`config.mk`:
```
export PLATFORM = sky130hd
export DESIGN_NAME = ucvc_value_state
export DESIGN_NICKNAME = d
export VERILOG_FILES = /design/src/sv/ucvc_pkg.sv /design/src/sv/ucvc_utf8_step.sv /design/src/sv/ucvc_value_state.sv
export SDC_FILE = /design/constraint.sdc
export NUM_CORES = 1
export LEC_CHECK = 0
export ABC_AREA = 1
export BUFFER_PORTS_ARGS = -buffer_cell sky130_fd_sc_hd__buf_4
export CORE_MARGIN = 3
export CORE_UTILIZATION = 38
export DETAILED_ROUTE_END_ITERATION = 7
export PLACE_DENSITY = 0.57
export SLEW_MARGIN = 30
export SYNTH_ARGS = -nofsm -noshare
export SYNTH_HDL_FRONTEND = slang
export SYNTH_SLANG_ARGS = --single-unit
```
`constraint.sdc`:
```
create_clock -name aclk -period 3.1 [get_ports aclk]
set_clock_uncertainty 0.1 [all_clocks]
set_input_delay 0.31 -clock aclk [delete_from_list [all_inputs] [get_ports aclk]]
set_output_delay 0.31 -clock aclk [all_outputs]
set_load 0.02 [all_outputs]
```
`src/sv/ucvc_pkg.sv`:
```
`timescale 1ns / 1ps
// Shared types and constants for the UTF-8 config value checker.
// No dependencies; every other file in this block imports this package.
package ucvc_pkg;

    // Width of the saturating byte counter of one value.
    localparam int COUNT_BITS = 17;
    localparam int MAX_LEN_BITS = 16;
    localparam int APB_ADDR_BITS = 3;
    localparam int APB_DATA_BITS = 32;
    localparam logic [MAX_LEN_BITS-1:0] MAX_LENGTH_RESET = 16'd4096;
    // Word index of the max_length register on the configuration port.
    localparam logic REG_MAX_LENGTH = 1'b0;

    // Lead and continuation byte bounds of strict UTF-8.
    localparam logic [7:0] LEAD2_LO = 8'hC2;
    localparam logic [7:0] LEAD2_HI = 8'hDF;
    localparam logic [7:0] LEAD3_LO = 8'hE0;
    localparam logic [7:0] LEAD3_SURR = 8'hED;
    localparam logic [7:0] LEAD3_HI = 8'hEF;
    localparam logic [7:0] LEAD4_LO = 8'hF0;
    localparam logic [7:0] LEAD4_HI = 8'hF4;
    localparam logic [7:0] CONT_LO = 8'h80;
    localparam logic [7:0] CONT_HI = 8'hBF;
    localparam logic [7:0] CONT_A0 = 8'hA0;
    localparam logic [7:0] CONT_9F = 8'h9F;
    localparam logic [7:0] CONT_90 = 8'h90;
    localparam logic [7:0] CONT_8F = 8'h8F;
    localparam logic [7:0] ASCII_HI = 8'h7F;
    localparam logic [7:0] CHAR_SPACE = 8'h20;
    localparam logic [7:0] CHAR_TAB = 8'h09;
    localparam logic [7:0] CHAR_DEL = 8'h7F;

    typedef enum logic [2:0] {
        RULE_ANY    = 3'd0,
        RULE_A0_BF  = 3'd1,
        RULE_80_9F  = 3'd2,
        RULE_90_BF  = 3'd3,
        RULE_80_8F  = 3'd4
    } cont_rule_t;

    typedef enum logic [2:0] {
        REASON_OK         = 3'd0,
        REASON_EMPTY      = 3'd1,
        REASON_TOO_LONG   = 3'd2,
        REASON_LEAD_BLANK = 3'd3,
        REASON_TRAIL_BLANK = 3'd4,
        REASON_CONTROL    = 3'd5,
        REASON_BAD_UTF8   = 3'd6
    } reason_t;

    typedef struct packed {
        logic [1:0] pending;
        cont_rule_t rule;
        logic       error;
    } utf8_state_t;

    typedef struct packed {
        logic [7:0] data_byte;
        logic       last_byte;
        logic       empty_value;
    } in_item_t;

    typedef struct packed {
        logic    value_ok;
        reason_t reason;
    } out_item_t;

endpackage

```
`src/sv/ucvc_utf8_step.sv`:
```
`timescale 1ns / 1ps
// Strict UTF-8 sequence tracker: next decoder state from the current state and one byte.
// Depends on ucvc_pkg.
module ucvc_utf8_step (
    input  ucvc_pkg::utf8_state_t cur_state,
    input  logic [7:0]            data_byte,
    output ucvc_pkg::utf8_state_t nxt_state
);
    import ucvc_pkg::*;

    logic cont_ok;

    always_comb begin
        case (cur_state.rule)
            RULE_A0_BF: cont_ok = data_byte inside {[CONT_A0:CONT_HI]};
            RULE_80_9F: cont_ok = data_byte inside {[CONT_LO:CONT_9F]};
            RULE_90_BF: cont_ok = data_byte inside {[CONT_90:CONT_HI]};
            RULE_80_8F: cont_ok = data_byte inside {[CONT_LO:CONT_8F]};
            default:    cont_ok = data_byte inside {[CONT_LO:CONT_HI]};
        endcase
    end

    always_comb begin
        nxt_state = cur_state;
        if (cur_state.pending != 2'd0) begin
            // A bad continuation drops the sequence; the next byte starts fresh.
            nxt_state.rule = RULE_ANY;
            if (cont_ok) begin
                nxt_state.pending = cur_state.pending - 2'd1;
            end else begin
                nxt_state.pending = 2'd0;
                nxt_state.error   = 1'b1;
            end
        end else if (data_byte <= ASCII_HI) begin
            nxt_state = cur_state;
        end else if (data_byte inside {[LEAD2_LO:LEAD2_HI]}) begin
            nxt_state.pending = 2'd1;
            nxt_state.rule    = RULE_ANY;
        end else if (data_byte inside {[LEAD3_LO:LEAD3_HI]}) begin
            nxt_state.pending = 2'd2;
            if (data_byte == LEAD3_LO) begin
                nxt_state.rule = RULE_A0_BF;
            end else if (data_byte == LEAD3_SURR) begin
                nxt_state.rule = RULE_80_9F;
            end else begin
                nxt_state.rule = RULE_ANY;
            end
        end else if (data_byte inside {[LEAD4_LO:LEAD4_HI]}) begin
            nxt_state.pending = 2'd3;
            if (data_byte == LEAD4_LO) begin
                nxt_state.rule = RULE_90_BF;
            end else if (data_byte == LEAD4_HI) begin
                nxt_state.rule = RULE_80_8F;
            end else begin
                nxt_state.rule = RULE_ANY;
            end
        end else begin
            nxt_state.error = 1'b1;
        end
    end

endmodule

```
`src/sv/ucvc_value_state.sv`:
```
`timescale 1ns / 1ps
// Running per-value state (count, blank and control flags, UTF-8 tracker) and the verdict.
// Depends on ucvc_pkg and ucvc_utf8_step.
module ucvc_value_state (
    input  logic                                  aclk,
    input  logic                                  aresetn,
    input  logic                                  item_fire,
    input  ucvc_pkg::in_item_t                    item,
    input  logic [ucvc_pkg::MAX_LEN_BITS-1:0]     max_length,
    output ucvc_pkg::out_item_t                   verdict
);
    import ucvc_pkg::*;

    logic [COUNT_BITS-1:0] count_reg, count_next, count_upd;
    logic                  lead_reg, lead_next, lead_upd;
    logic                  ctrl_reg, ctrl_next, ctrl_upd;
    utf8_state_t           utf8_reg, utf8_next, utf8_upd;
    logic                  blank;
    logic                  too_long;
    reason_t               reason;

    ucvc_utf8_step u_utf8_step (
        .cur_state (utf8_reg),
        .data_byte (item.data_byte),
        .nxt_state (utf8_upd)
    );

    // The trailing-blank test only ever needs the byte that closes the value,
    // so the current byte stands in for the previous-byte flag.
    always_comb begin
        blank     = (item.data_byte == CHAR_SPACE) || (item.data_byte == CHAR_TAB);
        lead_upd  = lead_reg || ((count_reg == '0) && blank);
        ctrl_upd  = ctrl_reg || (item.data_byte < CHAR_SPACE) || (item.data_byte == CHAR_DEL);
        count_upd = (count_reg == '1) ? count_reg : count_reg + 1'b1;
        too_long  = 33'(count_upd) > 33'(max_length);

        if (too_long) begin
            reason = REASON_TOO_LONG;
        end else if (lead_upd) begin
            reason = REASON_LEAD_BLANK;
        end else if (blank) begin
            reason = REASON_TRAIL_BLANK;
        end else if (ctrl_upd) begin
            reason = REASON_CONTROL;
        end else if (utf8_upd.error || (utf8_upd.pending != 2'd0)) begin
            reason = REASON_BAD_UTF8;
        end else begin
            reason = REASON_OK;
        end
        if (item.empty_value) begin
            reason = REASON_EMPTY;
        end
        verdict.reason   = reason;
        verdict.value_ok = (reason == REASON_OK);
    end

    always_comb begin
        count_next      = count_reg;
        lead_next       = lead_reg;
        ctrl_next       = ctrl_reg;
        utf8_next       = utf8_reg;
        if (item_fire) begin
            // A final byte or an empty marker closes the value.
            if (item.empty_value || item.last_byte) begin
                count_next      = '0;
                lead_next       = 1'b0;
                ctrl_next       = 1'b0;
                utf8_next       = '{pending: 2'd0, rule: RULE_ANY, error: 1'b0};
            end else begin
                count_next      = count_upd;
                lead_next       = lead_upd;
                ctrl_next       = ctrl_upd;
                utf8_next       = utf8_upd;
            end
        end
    end

    always_ff @(posedge aclk) begin
        if (!aresetn) begin
            count_reg      <= '0;
            lead_reg       <= 1'b0;
            ctrl_reg       <= 1'b0;
            utf8_reg       <= '{pending: 2'd0, rule: RULE_ANY, error: 1'b0};
        end else begin
            count_reg      <= count_next;
            lead_reg       <= lead_next;
            ctrl_reg       <= ctrl_next;
            utf8_reg       <= utf8_next;
        end
    end

endmodule

```
Word-level counts from Yosys, hierarchy flattened
Cells that the tools add are included.

word-level totals
  register bits = 25
  output and inout bits = 4
  word-level logic and storage cells = 83

cells by class
  add/subtract/negate cells = 2
  $lt $le $gt $ge = 15
  equality and inequality tests = 13
  mux-type cells = 26
  reduce and logical (&&, ||, !) cells = 21

operators with widths
  operator               count
  $ge 8x8->1 const B     6
  $le 8x8->1 const B     6
  $mux 17                2
  $eq 8x8->1 const B     4
  $mux 3                 9
  $mux 6                 3
  $add 17x1->17 const B  1
  $eq 17x17->1 const B   1
  $gt 17x16->1           1
  $logic_not 17->1       1
  $mux 5                 3
  $logic_and 1x1->1      9
  $eq 8x4->1 const B     1
  $eq 8x6->1 const B     1
  $eq 8x7->1 const B     1
  $le 8x7->1 const B     1
  $lt 8x6->1 const B     1
  $eq 3x2->1 const B     2
  $logic_or 1x1->1       6
  $mux 1                 6
  $reduce_bool 5->1      1
  $mux 2                 2
  $pmux 1 s4             1
  $reduce_bool 2->1      2
  other kinds (6)        6

Depth between registers and ports, before layout
Gate-level depths: netlist (run 1).

  depth in word-level cells = 17
  gate-level depth with buffers = 21
  depth with buffers taken out = 21

Hierarchy
A second synthesis (run 1) with hierarchy kept.

second synthesis, totals
  cells, all modules = 405
  area total of the unflattened synthesis = 2521.2 um2

modules (own cells, without submodules)
  module            instances  cells an instance  area an instance (um2)
  ucvc_value_state  1          330                2165.8
  ucvc_utf8_step    1          75                 355.3

Worst setup path before layout (run 1)
Ideal clock, no wire load.

  path type = register to output
  start = register count_reg[0]
  end = output port verdict[3] in the netlist's numbering
  data arrival time = 2695 ps
  data required time = 2690 ps
  path slack = -5 ps
  cell stages (with the launch flop) = 19
  path buffers = 0
  path through = dfxtp_1 ha_1 nand3_4 nor2_2 nand2_2 nor2_4 nand3_4 nand3_2 xor2_2 ha_1 inv_1 nor3_1 nor3b_1 nand3_1 nand3_2 nand2_2 nand2_1 nand2_2 nor2_1

RTL lines
  item                      RTL line                source
  start: declaration        ucvc_value_state.sv:14  logic [COUNT_BITS-1:0] count_reg, count_next, count_upd;
  start signal: assignment  ucvc_value_state.sv:85  count_reg <= count_next;
  end: declaration          ucvc_value_state.sv:10  output ucvc_pkg::out_item_t verdict

==> flow_summary.json, run 1 <==
{
  "grt_usage_pct": 18.5,
  "slew_headroom_pct": 45.2,
  "grt.met3_usage_pct": 2.69,
  "place_inst": 527,
  "portBuffers": 32,
  "synth.distinct_cells": 38,
  "root_buffer": "clkbuf_8",
  "ys_warn_count": 0,
  "grt.busiest_layer": "met2",
  "power_density_mw_per_mm2": 207,
  "synth_fp_nets": 436,
  "drtIter0Drc": 109,
  "grt_pass1_vias": 2370,
  "synthesis.area_mm2": 0.00242,
  "cts_tree": "yes",
  "clk_latency_ns": 0.28,
  "grt.met2_usage_pct": 29.9,
  "largest_reg_flops": 17,
  "ctsHoldBuffers": 0,
  "ant_nets": 0,
  "crit_fanout": 4,
  "synthCells": 388,
  "core_area_mm2": 0.00603,
  "max_freq_ghz": 0.293,
  "overflow": 0,
  "dpl_worst_slack_ns": -0.101,
  "tightest_slew_ns": 0.821,
  "violations": "negative setup slack",
  "syn_area_per_cell_um2": 6.23,
  "viasPerCell": 4.89,
  "critPathLaunchType": "flop",
  "start_util_pct": 40.1,
  "peakVddDrop_v": 0.000225,
  "drc": 0,
  "setup_viol": 4,
  "post-route-period-util_pct": 110,
  "slew_violations": 0,
  "syn_to_final_growth_pct": 38.7,
  "hold_violations": 0,
  "hpwl_um": 5420,
  "htree_levels": 1,
  "dieArea_mm2": 0.00735,
  "max_cap_viol_count": 0,
  "routed_wl_um": 6960,
  "critPathRequiredTime_ns": 2.69,
  "grt_max_degree": 25,
  "ys_seq_area_share_pct": 20.7,
  "io_pins": 33,
  "holdCritPathClass": "in -> reg",
  "period_needed_ns": 3.42,
  "nNetsFinal": 514,
  "vias": 2640,
  "timing.final.ws_setup_ns": -0.316,
  "first_pass_iters": 4,
  "cts.sinks": 25,
  "final_common_cell": "nand2_1",
  "nFillCells": 613,
  "stdcell_count": 540,
  "use_met1_pct": 25.9,
  "clk_pin_slew_worst_paths_ns": 0.10,
  "synth-seq-cells": 25,
  "gp_congestion": 0.926,
  "wl_per_cell_um": 12.9,
  "layout_common_cells": "nand2_1 (94), buf_4 (75), inv_1 (61)",
  "status": "finished with violations",
  "criticalPathCategory": "reg -> out",
  "num_rows": 28,
  "end_kind": "primary output",
  "die_x_um": 85.7,
  "leakage_nw": 1.63,
  "cts_buffer_depth": 2,
  "critPathArrivalTime_ns": 3.01,
  "fp.dieH_um": 85.7,
  "drive_gt1_share_pct": 31.8,
  "rsz0062_at_grt": "true",
  "numCtsBuffers": 3,
  "antenna_found_initial": 0,
  "antennaDiodeCount": 0,
  "grt_pass1_wl_um": 10800
}
==> worst max-delay path, stage by stage, from the launching register on <==
cell and delay, ns:
dfxtp_2 0.36, ha_4 0.15, nand3_4 0.10, nor2_4 0.11, nand2_2 0.08, nor2_4 0.12
buf_4 0.13, nand2_2 0.06, xnor2_2 0.14, ha_1 0.36, nand2_1 0.09, nor2_1 0.04
a211oi_1 0.20, nor2_1 0.07, nor2_2 0.16, nand3_4 0.11, nand2_4 0.09, nand3_1 0.08
nor2_2 0.14, buf_6 0.12
==> synth_stat cells <==
| cell type | n | area (um2) |
|---|---|---|
| nor3b_1 | 2 | 15.0 |
| xor2_2 | 1 | 16.3 |
| inv_2 | 5 | 18.8 |
| o21ai_0 | 9 | 45.0 |
| buf_2 | 2 | 10.0 |
| nor4_1 | 3 | 18.8 |
| nand3_2 | 4 | 40.0 |
| clkbuf_1 | 4 | 15.0 |
| nor2_2 | 5 | 31.3 |
| a211oi_1 | 3 | 22.5 |
| ha_1 | 19 | 238 |
| nor2_1 | 34 | 128 |
| o31ai_2 | 1 | 12.5 |
| o21ai_1 | 1 | 5.00 |
| nand4_2 | 1 | 12.5 |
| nand3b_1 | 1 | 7.51 |
| dfxtp_1 | 25 | 500 |
| o211ai_1 | 2 | 15.0 |
| nand2_1 | 100 | 375 |
| a21oi_2 | 3 | 26.3 |
| o2111ai_1 | 1 | 8.76 |
| o211a_1 | 1 | 10.0 |
| buf_4 | 1 | 7.51 |
| nand4_1 | 11 | 68.8 |
| nand2_2 | 6 | 37.5 |
| nor2_4 | 1 | 11.3 |
| nand3_1 | 19 | 95.1 |
| and2_1 | 2 | 12.5 |
| a32oi_1 | 1 | 8.76 |
| a21oi_1 | 32 | 160 |
| nor3_2 | 1 | 10.0 |
| clkinv_1 | 1 | 3.75 |
| inv_1 | 63 | 236 |
| xnor2_1 | 2 | 17.5 |
| xor2_1 | 6 | 52.6 |
| nor3_4 | 2 | 32.5 |
| nand3_4 | 2 | 35.0 |
| nor3_1 | 11 | 55.1 |
==> final timing paths <==
path | from | to | slack (ns) | cells past startpoint
hold / removal | aresetn | utf8_reg[3]$_SDFFE_PN0P_ | 0.16 | 2
hold reg to reg | count_reg[15]$_SDFFE_PN0P_ | count_reg[15]$_SDFFE_PN0P_ | 0.38 | 2
setup / recovery | count_reg[1]$_SDFFE_PN0P_ | verdict[3] | -0.32 | 19
setup reg to reg | count_reg[1]$_SDFFE_PN0P_ | count_reg[5]$_SDFFE_PN0P_ | 1.10 | 14
==> metal layers <==
metal | routed length, um | share of wire [%]
met1 | 3500 | 50
met2 | 3210 | 46
met3 | 188 | 2.7
met5 | 0 | 0
met4 | 66 | 0.95
==> metrics by stage <==
stage	setup TNS, ns	hold WS (ns)	utilization [%]	total power, mW	area [um2]
final	-1.01	0.160	55.6	0.695	3350
after global routing	-1.71	0.150	55.6	0.733	3350
after CTS	-0.870	0.154	51.6	0.692	3110
after global placement	-0.0495	0.353	50.0	0.483	3010
after floorplan	0	0.345	-	0.421	2420
after detailed placement	-0.117	0.365	50.0	0.485	3010
==> what timing repair did <==
item                       4_1_cts  5_1_grt
pin swaps                        1       16
setup buffers                    0        9
setup endpoints to repair        4        4
gates resized for setup         12       34
==> cell families after synthesis <==
group                    share of synthesized area, %
AND/OR/NAND/NOR                                  40.8
flip-flops                                       20.7
AO/OA/AOI/OAI                                    13.0
buffers and inverters                            12.1
adder cells (fa/ha/maj)                          9.84
XOR/XNOR                                         3.57
==> cell type report <==
class | count | area (um2) | share of cell area (%)
clock buffers | 3 | 41.3 | 1.23
flip-flops and latches | 25 | 507 | 15.1
inverters | 69 | 259 | 7.73
repair buffers | 80 | 619 | 18.5
clock inverters | 1 | 5.00 | 0.149
multi-input cells | 287 | 1830 | 54.5
well taps | 75 | 93.8 | 2.80
==> power by group <==
| part | internal (mW) | switching, mW | total (mW) |
|---|---|---|---|
| registers | 0.325 | 0.00346 | 0.328 |
| logic | 0.0724 | 0.0912 | 0.164 |
| clock network | 0.0903 | 0.113 | 0.203 |
| total | 0.488 | 0.207 | 0.695 |
Note: power is estimated with default switching activity, not from simulation.
==> run 2, diff against run 1 <==
--- a/config.mk
+++ b/config.mk
@@ -7,6 +7,7 @@
 export LEC_CHECK = 0
 export ABC_AREA = 1
 export BUFFER_PORTS_ARGS = -buffer_cell sky130_fd_sc_hd__buf_4
+export CORE_ASPECT_RATIO = 1.25
 export CORE_MARGIN = 3
 export CORE_UTILIZATION = 38
 export DETAILED_ROUTE_END_ITERATION = 7
==> constraint.sdc (replaced) <==
create_clock -name aclk -period 3.16 [get_ports aclk]
set_clock_uncertainty 0.1 [all_clocks]
set_input_delay 0.316 -clock aclk [delete_from_list [all_inputs] [get_ports aclk]]
set_output_delay 0.316 -clock aclk [all_outputs]
set_load 0.02 [all_outputs]
==> flow_summary.json, run 2 (same netlist as run 1, synthesis figures left out) <==
{
  "crit_fanout": 4,
  "die_x_um": 77.3,
  "ff2ff_setup_slack_ns": 1.14,
  "portBuffers": 32,
  "cts_tree": "yes",
  "postLayoutCoreUtil_pct": 57.3,
  "drtIter0Drc": 122,
  "status": "finished with violations",
  "holdCritPathClass": "in -> reg",
  "clk_latency_ns": 0.28,
  "core_area_mm2": 0.00597,
  "fp.dieH_um": 95.2,
  "clk_pin_slew_worst_paths_ns": 0.09,
  "rsz0062_at_grt": "true",
  "hpwl_um": 5760,
  "critPathRequiredTime_ns": 2.74,
  "drc": 0,
  "num_rows": 31,
  "syn_to_final_growth_pct": 41.6,
  "critPathLaunchType": "flop",
  "gp_congestion": 0.891,
  "root_buffer": "clkbuf_8",
  "max_freq_ghz": 0.296,
  "largest_reg_flops": 17,
  "vias": 2702,
  "final_cell_area_mm2": 0.00342,
  "grt_pass1_vias": 2614,
  "max_cap_viol_count": 0,
  "crit_start": "count_reg[1]$_SDFFE_PN0P_",
  "nNetsFinal": 520,
  "grt_pass1_wl_um": 11600,
  "grt_usage_pct": 19.8,
  "setup_viol": 4,
  "first_pass_iters": 4,
  "stdcell_count": 553,
  "period_needed_ns": 3.38,
  "leakage_nw": 1.66,
  "cts_buffer_depth": 2,
  "grt_max_degree": 25,
  "end_kind": "primary output",
  "tightest_slew_ns": 0.830,
  "start_util_pct": 40.4,
  "hold_violations": 0,
  "slew_violations": 0,
  "place_inst": 541,
  "drive_gt1_share_pct": 33.8,
  "cts.sinks": 25,
  "layout_common_cells": "nand2_1 (90), buf_4 (84), inv_1 (60)",
  "final_common_cell": "nand2_1",
  "reg2reg_depth": 8,
  "numCtsBuffers": 3,
  "timing.final.ws_setup_ns": -0.218,
  "setup_tns_ns": -0.714,
  "wl_per_cell_um": 13.1,
  "antennaDiodeCount": 0,
  "post-route-period-util_pct": 107,
  "io_pins": 33,
  "total_power_mw": 0.676,
  "ant_nets": 0,
  "placed_area_mm2": 0.00307,
  "slew_headroom_pct": 44.6,
  "violations": "negative setup slack",
  "htree_levels": 1,
  "overflow": 0,
  "power_density_mw_per_mm2": 198,
  "crit_end": "verdict[3]",
  "reg2reg_from": "count_reg[2]$_SDFFE_PN0P_",
  "antenna_found_initial": 0,
  "routed_wl_um": 7230,
  "criticalPathCategory": "reg -> out",
  "rr_endpoint": "lead_reg$_SDFFE_PN0P_",
  "viasPerCell": 4.89,
  "dieArea_mm2": 0.00736,
  "peakVddDrop_v": 0.000156,
  "critPathArrivalTime_ns": 2.96
}
-- run 2: changes by cell type in the layout (fill, tap and decap cells not counted), sizes merged --
cell	delta
inv	-1
clkbuf	+1
buf	+6
-- run 2: per-layer routing --
metal / share of wire, % / vias up / global-route usage (%) / wire length, um
met2: 54 / 64 / 39.5 / 3930
met4: 2.2 / 0 / 7.12 / 157
li1: - / 1428 / - / -
met1: 39 / 1199 / 21.5 / 2850
met5: 0 / - / 0 / 0
met3: 4.0 / 11 / 1.70 / 291
-- run 2: repair_timing --
action | 4_1_cts | 5_1_grt
cloned | 0 | 0
setup buffers | 3 | 5
resized for setup | 15 | 44
pin swaps | 1 | 11
hold buffers | 0 | 0
setup endpoints to repair | 4 | 4
endpoints found under the hold margin | 0 | 0
-- run 2: worst min path at each step --
stage | from | to | slack (ns) | depth (start not counted)
3_3_place_gp | count_reg[15]$_SDFFE_PN0P_ | count_reg[15]$_SDFFE_PN0P_ | 0.35 | 2
3_5_place_dp | count_reg[15]$_SDFFE_PN0P_ | count_reg[15]$_SDFFE_PN0P_ | 0.36 | 2
2_1_floorplan | count_reg[15]$_SDFFE_PN0P_ | count_reg[15]$_SDFFE_PN0P_ | 0.35 | 2
5_1_grt | aresetn | utf8_reg[3]$_SDFFE_PN0P_ | 0.17 | 2
6_report | aresetn | utf8_reg[3]$_SDFFE_PN0P_ | 0.17 | 2
4_1_cts | aresetn | utf8_reg[3]$_SDFFE_PN0P_ | 0.17 | 2
-- run 2: through the flow --
step                      hold WS [ns]  setup slack, ns
final                            0.175           -0.218
after global routing             0.168           -0.419
after CTS                        0.169           -0.201
after detailed placement         0.358          -0.0860
after global placement           0.354          -0.0384
after floorplan                  0.345           0.0487
-- run 2: report_power, final --
part	leakage, nW	switching, mW	internal, mW
clock network	0.0228	0.109	0.0905
logic	1.43	0.0898	0.0682
registers	0.208	0.00341	0.315
-- run 2: layout make-up --
| cell class | count | area [um2] |
|---|---|---|
| Timing Repair Buffer | 86 | 653 |
| Tap cell | 82 | 103 |
| Inverter | 69 | 262 |
| Sequential cell | 25 | 524 |
| Clock buffer | 4 | 45.0 |
| Fill cell | 597 | 2550 |
| Multi-Input combinational cell | 287 | 1840 |
-- run 2: worst max-delay path, cell delays in order, from the launching register on --
cell,delay [ns]
dfxtp_4,0.38
ha_4,0.15
nand3_4,0.11
nor2_4,0.11
nand2_2,0.08
nor2_4,0.12
nand3_4,0.13
nand3_4,0.13
inv_4,0.05
nand4_1,0.08
and2_4,0.16
ha_4,0.19
nand2_1,0.06
nor2_1,0.04
a211oi_1,0.16
nor2_1,0.08
nor2_2,0.10
nand3_2,0.11
nand2_2,0.10
nand3_1,0.09
nor2_1,0.11
buf_4,0.15
==> run 3, diff against run 2 <==
--- a/config.mk
+++ b/config.mk
@@ -5,7 +5,6 @@
 export SDC_FILE = /design/constraint.sdc
 export NUM_CORES = 1
 export LEC_CHECK = 0
-export ABC_AREA = 1
 export BUFFER_PORTS_ARGS = -buffer_cell sky130_fd_sc_hd__buf_4
 export CORE_ASPECT_RATIO = 1.25
 export CORE_MARGIN = 3
==> constraint.sdc (replaced) <==
create_clock -name aclk -period 4.2 [get_ports aclk]
set_clock_uncertainty 0.1 [all_clocks]
set_input_delay 0.42 -clock aclk [delete_from_list [all_inputs] [get_ports aclk]]
set_output_delay 0.42 -clock aclk [all_outputs]
set_load 0.02 [all_outputs]
==> flow_summary.json, run 3 <==
{
  "grt_pass1_wl_um": 9840,
  "synth.distinct_cells": 63,
  "stdcell_count": 402,
  "numCtsBuffers": 3,
  "rr_endpoint": "count_reg[14]$_SDFFE_PN0P_",
  "io_pins": 33,
  "ctsHoldBuffers": 0,
  "regArea_um2": 508,
  "min_to": "utf8_reg[0]$_SDFFE_PN0P_",
  "hold_slack_ns": 0.282,
  "synth_top_area_share_pct": 22.1,
  "cts.sinks": 25,
  "setup_viol": 0,
  "critPathArrivalTime_ns": 3.50,
  "synthTopCellsByCount": "inv_1 (26), dfxtp_1 (25), nand2_1 (23), ha_1 (19), nor2_1 (19)",
  "drc": 0,
  "rsz0062_at_grt": "true",
  "timing.final.ws_setup_ns": 0.177,
  "nNetsFinal": 387,
  "critPathRequiredTime_ns": 3.68,
  "grt.busiest_layer": "met2",
  "post-route-period-util_pct": 95.8,
  "multi_input_area_mm2": 0.00165,
  "synth_fp_nets": 337,
  "cp_num_buf_inv": 2,
  "power_density_mw_per_mm2": 174,
  "max_freq_ghz": 0.249,
  "dieArea_mm2": 0.00694,
  "start_util_pct": 40.6,
  "status": "completed",
  "synth_edf_count": 0,
  "clk_pin_slew_worst_paths_ns": 0.09,
  "ys_seq_area_share_pct": 22.1,
  "path_delay_family": "simple AND/OR/NAND/NOR gates",
  "core_area_mm2": 0.00559,
  "antennaDiodeCount": 0,
  "cts_buffer_depth": 2,
  "yosysMostFrequentCell": "inv_1",
  "leakage_nw": 1.23,
  "max_stage_delay_ns": 0.44,
  "total_power_mw": 0.491,
  "drtIter0Drc": 98,
  "grt_pass1_vias": 2199,
  "hpwl_um": 4680,
  "first_pass_iters": 4,
  "max_cap_viol_count": 0,
  "grt_max_degree": 16,
  "dpl_worst_slack_ns": 0.232,
  "synthCells": 289,
  "viasPerCell": 5.65,
  "final_common_cell": "buf_4",
  "overflow": 0,
  "largest_reg_flops": 17,
  "layout_common_cells": "buf_4 (57), inv_1 (26), nand2_1 (23)",
  "syn_area_per_cell_um2": 7.85,
  "grt.met2_usage_pct": 32.3,
  "die_x_um": 75.1,
  "hold_start": "aresetn",
  "wl_per_cell_um": 15.0,
  "synth_area_leaders": "dfxtp_1 (22%), ha_1 (10%), inv_1 (4.3%)",
  "period_needed_ns": 4.02,
  "criticalPathCategory": "reg -> out",
  "tightest_slew_ns": 0.642,
  "yosys.area.top_type": "dfxtp_1",
  "slowest_stage": "or4_1",
  "slew_violations": 0,
  "nFillCells": 549,
  "slew_headroom_pct": 57.2,
  "critPathLaunchType": "flop",
  "cts_tree": "yes",
  "use_met1_pct": 21.0,
  "holdCritPathClass": "in -> reg",
  "crit_path_frequent_cell": "buf_4",
  "antenna_found_initial": 0,
  "end_kind": "primary output",
  "fp.dieH_um": 92.4,
  "htree_levels": 1,
  "hold_depth": 2,
  "place_inst": 390,
  "hold_violations": 0,
  "synthArstFlopShare_pct": 0,
  "num_rows": 30,
  "root_buffer": "clkbuf_8",
  "vias": 2270,
  "crit_chain": "and3_1 -> and4_4 -> nand3_4 -> mux2_2 -> ha_1 -> nand4_1 -> buf_4 -> nor4_4 -> nand2b_1 -> o31ai_1 -> or4_1 -> a21oi_2 -> buf_4",
  "reg2reg_depth": 7,
  "syn_to_final_growth_pct": 24.0,
  "gp_congestion": 0.874,
  "routed_wl_um": 6030,
  "synthesis.area_mm2": 0.00227,
  "reg2reg_from": "count_reg[1]$_SDFFE_PN0P_",
  "ys_warn_count": 0,
  "synth-seq-cells": 25,
  "grt.met3_usage_pct": 1.52,
  "crit_fanout": 6,
  "postLayoutCoreUtil_pct": 50.3,
  "peakVddDrop_v": 0.000125,
  "clk_latency_ns": 0.27,
  "drive_gt1_share_pct": 26.9,
  "ys.flop_type": "dfxtp_1",
  "ant_nets": 0,
  "portBuffers": 32,
  "ff2ff_setup_slack_ns": 2.28,
  "grt_usage_pct": 17.7
}
==> run 3: routing by layer <==
metal	vias to the layer above	share of wire, %
met5	-	0
met4	0	3.4
met3	14	3.0
met2	38	52
met1	1051	42
li1	1167	-
==> run 3: what timing repair did <==
action / in CTS / in global routing
gates cloned: 0 / 1
buffers inserted: 0 / 7
pin swaps: 0 / 9
gates resized for setup: 1 / 14
endpoints found under the setup margin: 2 / 4
==> run 3: worst reg2reg max path, delay by kind of cell, from the launching register on <==
kind | cells | cell delay [ns]
compound gates | 3 | 0.52
flops | 1 | 0.40
buf+inv | 1 | 0.16
fa+ha+maj | 1 | 0.20
simple gates | 2 | 0.46
==> run 3: stage by stage <==
stage	instance area, um2	setup TNS (ns)
detailed placement	2650	0
global placement	2650	0
finish	2810	0
CTS	2700	0
global route	2810	-0.0736
floorplan	2270	0
==> run 3: cells by family (layout without fill, tap and decap cells) <==
| kind of cell | count (synthesis) | count (layout) | share of synthesized area [%] |
|---|---|---|---|
| buffers and inverters | 40 | 88 | 7.77 |
| and+or+nand+nor | 109 | 110 | 28.1 |
| adders and majority gates | 19 | 19 | 10.5 |
| xor gates and xnor gates | 14 | 14 | 5.73 |
| DFF | 25 | 25 | 22.1 |
| AOI/OAI and AO/OA | 78 | 78 | 24.0 |
| muxes | 4 | 4 | 1.82 |
==> run 3: how the worst max path moves through the flow <==
stage | startpoint | to | slack [ns] | cells after the start
finish | count_reg[15]$_SDFFE_PN0P_ | verdict[2] | 0.18 | 13
global route | count_reg[15]$_SDFFE_PN0P_ | verdict[2] | -0.07 | 13
CTS | count_reg[15]$_SDFFE_PN0P_ | verdict[2] | 0.02 | 13
detailed placement | count_reg[9]$_SDFFE_PN0P_ | verdict[2] | 0.23 | 13
global placement | count_reg[9]$_SDFFE_PN0P_ | verdict[3] | 0.26 | 15
floorplan | count_reg[1]$_SDFFE_PN0P_ | verdict[2] | 0.40 | 12
==> run 3: power breakdown <==
| group | leakage [nW] | internal [mW] | switching, mW |
|---|---|---|---|
| clock | 0.0228 | 0.0680 | 0.0819 |
| sequential | 0.204 | 0.237 | 0.000771 |
| combinational | 1.00 | 0.0465 | 0.0566 |
| total | 1.23 | 0.352 | 0.139 |
==> run 3: layout make-up <==
class                      count  area share [%]
clock buffer                   4            1.60
inverter                      27            3.60
multi-input combinational    225            58.7
sequential                    25            18.1
tap                           64            2.85
timing repair buffer          57            15.2
